==> src/hw/rtl/camera_center_from_pose_core_macros.svh <==
// Assertion macros used by the camera center queue.
`ifndef CAMERA_CENTER_FROM_POSE_CORE_MACROS_SVH
`define CAMERA_CENTER_FROM_POSE_CORE_MACROS_SVH

// Condition holds at every clock edge out of reset.
`define CCP_ASSERT_HOLDS(label, cond, msg) \
    label: assert property (@(posedge clk) disable iff (!rst_n) (cond)) else $error(msg);

// Trigger at one edge implies the condition at the next edge.
`define CCP_ASSERT_NEXT(label, trig, cond, msg) \
    label: assert property (@(posedge clk) disable iff (!rst_n) (trig) |=> (cond)) \
        else $error(msg);

`endif

==> src/hw/rtl/ccp_pkg.sv <==
// Types and constants of the camera center block.
package ccp_pkg;

    localparam int QUAT_FRAC_BITS = 14;
    localparam int TRANS_WIDTH    = 32;
    localparam int QUAT_WIDTH     = 16;

    localparam int QPROD_W   = 2 * QUAT_WIDTH;
    localparam int SHIFT     = 2 * QUAT_FRAC_BITS;
    localparam int ENT_W     = (SHIFT + 2 > QPROD_W + 2) ? SHIFT + 2 : QPROD_W + 2;
    localparam int PROD_W    = ENT_W + TRANS_WIDTH;
    localparam int SUM_W     = PROD_W + 2;
    localparam int RND_W     = SUM_W + 2;

    localparam int FIFO_AW    = 2;
    localparam int FIFO_DEPTH = 1 << FIFO_AW;
    localparam int FIFO_CW    = FIFO_AW + 1;

    typedef logic signed [QUAT_WIDTH-1:0]  quat_t;
    typedef logic signed [TRANS_WIDTH-1:0] trans_t;
    typedef logic signed [QPROD_W-1:0]     qprod_t;
    typedef logic signed [ENT_W-1:0]       ent_t;
    typedef logic signed [PROD_W-1:0]      prod_t;
    typedef logic signed [SUM_W-1:0]       sum_t;
    typedef logic signed [RND_W-1:0]       rnd_t;

    localparam ent_t   ENT_ONE   = ent_t'(1) << SHIFT;
    localparam rnd_t   RND_HALF  = rnd_t'(1) << (SHIFT - 1);
    localparam trans_t TRANS_MAX = {1'b0, {(TRANS_WIDTH-1){1'b1}}};
    localparam trans_t TRANS_MIN = {1'b1, {(TRANS_WIDTH-1){1'b0}}};

    // ent[3*c + k] is row k of column c of R, i.e. row c, column k of R^T.
    typedef struct packed {
        ent_t   [8:0] ent;
        trans_t [2:0] trans;
    } ccp_job_t;

    typedef struct packed {
        trans_t center_x;
        trans_t center_y;
        trans_t center_z;
        logic   saturated;
    } ccp_result_t;

endpackage

==> src/hw/rtl/ccp_fifo.sv <==
// Short queue of matrix jobs between front end and back end.
`include "camera_center_from_pose_core_macros.svh"

module ccp_fifo (
    input  logic              clk,
    input  logic              rst_n,
    input  logic              in_valid,
    input  ccp_pkg::ccp_job_t in_data,
    output logic              full,
    input  logic              out_ready,
    output logic              out_valid,
    output ccp_pkg::ccp_job_t out_data
);
    import ccp_pkg::*;

    ccp_job_t             mem [FIFO_DEPTH];
    logic [FIFO_AW-1:0]   wr_ptr_reg, rd_ptr_reg;
    logic [FIFO_CW-1:0]   count_reg;
    logic                 push, pop;

    assign full      = count_reg == FIFO_CW'(FIFO_DEPTH);
    assign out_valid = count_reg != '0;
    assign push      = in_valid && !full;
    assign pop       = out_ready && out_valid;
    assign out_data  = mem[rd_ptr_reg];

    always_ff @(posedge clk or negedge rst_n)
    begin
        if (!rst_n)
        begin
            wr_ptr_reg <= '0;
            rd_ptr_reg <= '0;
            count_reg  <= '0;
        end
        else
        begin
            if (push)
            begin
                wr_ptr_reg <= wr_ptr_reg + 1'b1;
            end
            if (pop)
            begin
                rd_ptr_reg <= rd_ptr_reg + 1'b1;
            end
            if (push && !pop)
            begin
                count_reg <= count_reg + 1'b1;
            end
            else if (pop && !push)
            begin
                count_reg <= count_reg - 1'b1;
            end
        end
    end

    always_ff @(posedge clk)
    begin
        if (push)
        begin
            mem[wr_ptr_reg] <= in_data;
        end
    end

    `CCP_ASSERT_HOLDS(a_count_bound, count_reg <= FIFO_CW'(FIFO_DEPTH), "queue count above depth")
    `CCP_ASSERT_HOLDS(a_ptr_match, FIFO_AW'(wr_ptr_reg - rd_ptr_reg) == count_reg[FIFO_AW-1:0], "queue pointers disagree with count")
    `CCP_ASSERT_NEXT(a_push_grow, push && !pop, count_reg == $past(count_reg) + 1'b1, "push did not grow queue")
    `CCP_ASSERT_NEXT(a_pop_shrink, pop && !push, count_reg == $past(count_reg) - 1'b1, "pop did not shrink queue")

endmodule

==> config.mk <==
export PLATFORM = sky130hd
export DESIGN_NAME = ccp_fifo
export DESIGN_NICKNAME = d
export VERILOG_FILES = /design/src/hw/rtl/ccp_pkg.sv /design/src/hw/rtl/ccp_fifo.sv
export VERILOG_INCLUDE_DIRS = /design/src /design/src/hw/rtl
export SDC_FILE = /design/constraint.sdc
export NUM_CORES = 1
export LEC_CHECK = 0
export BUFFER_PORTS_ARGS = -buffer_cell sky130_fd_sc_hd__buf_2
export CAP_MARGIN = 10
export CORE_UTILIZATION = 45
export CTS_CLUSTER_DIAMETER = 30
export DETAILED_ROUTE_END_ITERATION = 6
export PLACE_DENSITY = 0.7
export SYNTH_ARGS = -nofsm -noshare
export SYNTH_HDL_FRONTEND = slang
export SYNTH_SLANG_ARGS = --single-unit
==> constraint.sdc <==
create_clock -name clk -period 11.59 [get_ports clk]
set_input_delay 1.159 -clock clk [delete_from_list [all_inputs] [get_ports clk]]
set_output_delay 1.159 -clock clk [all_outputs]
set_load 0.1 [all_outputs]
==> run metrics <==
CORE AREA 0.128 sq mm; TritonCTS buffer count between 300 and 400; crit end category primary output; Post-CTS Setup Inserts 0; CTS clk-pin slew, worst paths 50 ps; CTS tree done; PortBufs ~810; largest net degree at the start of global routing roughly 140; initial antenna violation count 60; Antenna Nets Post-Route 0; Cells after DPL about 4600; arrival time worst endpoint between 4000 and 5000 ps; hold_buf cts 0; post-cts sizing count 0; Syn Area/Cell roughly 27 sq um; register area share after synthesis 0.829; 1st-iter DRT viols just under 2000; Setup Viol. Count Final 0; period utilization 0.483; Worst-Margin Slew between 1000 and 1500 ps; die width 362 um; nets@finish approximately 3600; H-tree depth 5; final hold slack 137 ps; WL/cell 24.9 um; CP Max Fanout between 100 and 150; num rows roughly 130; Placer Congestion 0.756; GRT Total Usage 0.195; Area Growth Syn to Fin 28.2%; FF-to-FF path depth 5; share of post-route cells with drive strength above 1 0.506; Vias/cell between 5 and 6; Root Driver clkbuf_16; synth unique cells 20; number of remaining DRC errors 0; MaxCap Viol Count 0; Detailed Routing Iterations Pass 1 7; CP Capture Point out_data[53]; Initial Utilization 0.456; vias in the first global route between 20000 and 30000; Hold Crit Class in2async; mapped cell area between 0.05 and 0.06 sq mm; Max-Slew Margin vs Limit 0.230; Die Footprint 0.131 sq mm; first-pass GRT wire length between 150000 and 200000 um; worst path required time ~10000 ps; final cell count without fillers around 5200; Die Y between 300 and 400 um; Clock Sinks about 1600; Clk Latency, worst-skew pair 850 ps; Reg-to-Reg Start count_reg[2]$_DFFE_PN0P_; clk_skew ~65 ps; RR Endpoint mem[1][217]$_DFFE_PP_; Synth Register Bits between 1500 and 2000; Slew Viols, Final 0; Fmax 179 MHz; Synthesized Nets 2547; crit path time final ~5600 ps; max reg flops roughly 1600; total grt overflow 0; Syn. warnings 0; Finished Cell Area between 0.07 and 0.08 sq mm; Post-DP Area 0.0643 sq mm; via count between 20000 and 30000; startpoint types flop; unrepaired setup endpoints after global routing false; critical setup path kind reg2out; clk buf depth 4; flop2flop setup slack between 7000 and 8000 ps; I/O pin total ~800; Worst setup startpoint rd_ptr_reg[1]$_DFFE_PN0P_; setup_tns 0 ps; Fin. Hold Viols 0; DP HPWL ~75000 um; status finished clean; WL final 129000 um; Gate Count Post-Synth 2135
[stage by stage]
stage | util | setup slack, ps
floorplan | - | 139
global placement | 0.502 | 6830
detailed placement | 0.502 | 6770
CTS | 0.584 | 5930
global route | 0.584 | 5830
finish | 0.584 | 5990
[critical path, stage by stage, from the launching register on]
cell	delay, ps
dfrtp_4	960
buf_4	830
buf_12	570
mux4_2	420
buf_2	440
[how the worst min path moves through the flow]
stage	slack (ps)	cells after the start	end
global placement	460	1	count_reg[2]$_DFFE_PN0P_
detailed placement	470	1	count_reg[2]$_DFFE_PN0P_
finish	140	1	wr_ptr_reg[1]$_DFFE_PN0P_
floorplan	450	1	count_reg[2]$_DFFE_PN0P_
CTS	80	1	wr_ptr_reg[1]$_DFFE_PN0P_
global route	100	1	wr_ptr_reg[1]$_DFFE_PN0P_
[synth_stat cells]
library cell  number  area [sq um]
edfxtp_1        1608         48300
ha_1               5          62.6
and2_1             4          25.0
buf_2             41           205
xnor2_1            4          35.0
mux4_2           402          9050
nor2_1             1          3.75
or3_1              1          6.26
fa_1               1          20.0
buf_4              2          15.0
buf_6             40           450
nor3b_1            1          7.51
inv_1              3          11.3
xor2_1             2          17.5
nand3_1            1          5.00
mux2_2             2          22.5
clkbuf_1           8          30.0
nor2b_1            1          6.26
dfrtp_1            7           175
nand2_1            1          3.75
[layout by cell type, fill, tap and decap left out, drive strengths merged]
master and n:
xnor2 4, bufinv 41, dfrtp 7, xor2 2, nor2 1, or3 1
nor2b 1, inv 28, nand2 1, clkinv 105, fa 1, nor3b 1
edfxtp 1608, mux4 402, clkinvlp 42, ha 5, buf 836, diode 22
clkbuf 351, nand3 1, and2 4, mux2 2
[kinds of logic after synthesis]
kind of cell,after synthesis,synth area share
muxes,404,0.155
and+or+nand+nor,10,0.000985
xor gates and xnor gates,6,0.000899
buffers and inverters,94,0.0122
DFF,1615,0.829
adders and majority gates,6,0.00141
[per-layer routing]
layer | GRT usage | share of wire
met1 | 0.221 | 0.35
met2 | 0.321 | 0.51
met3 | 0.0872 | 0.10
met4 | 0.0782 | 0.029
met5 | 0 | 0.0033
[final cells by class]
| cell class | instances | area (sq um) |
|---|---|---|
| fillers | 8888 | 53300 |
| flip-flops and latches | 1615 | 48500 |
| diodes | 22 | 55.1 |
| inverters | 3 | 11.3 |
| clock inverters | 213 | 2340 |
| multi-input cells | 426 | 9280 |
| clock buffers | 351 | 8190 |
| well taps | 1729 | 2160 |
| repair buffers | 836 | 4400 |
Power is left out: the tool's default activity adds up to more than one toggle a clock period on the data nets, which glitch-free logic cannot reach.
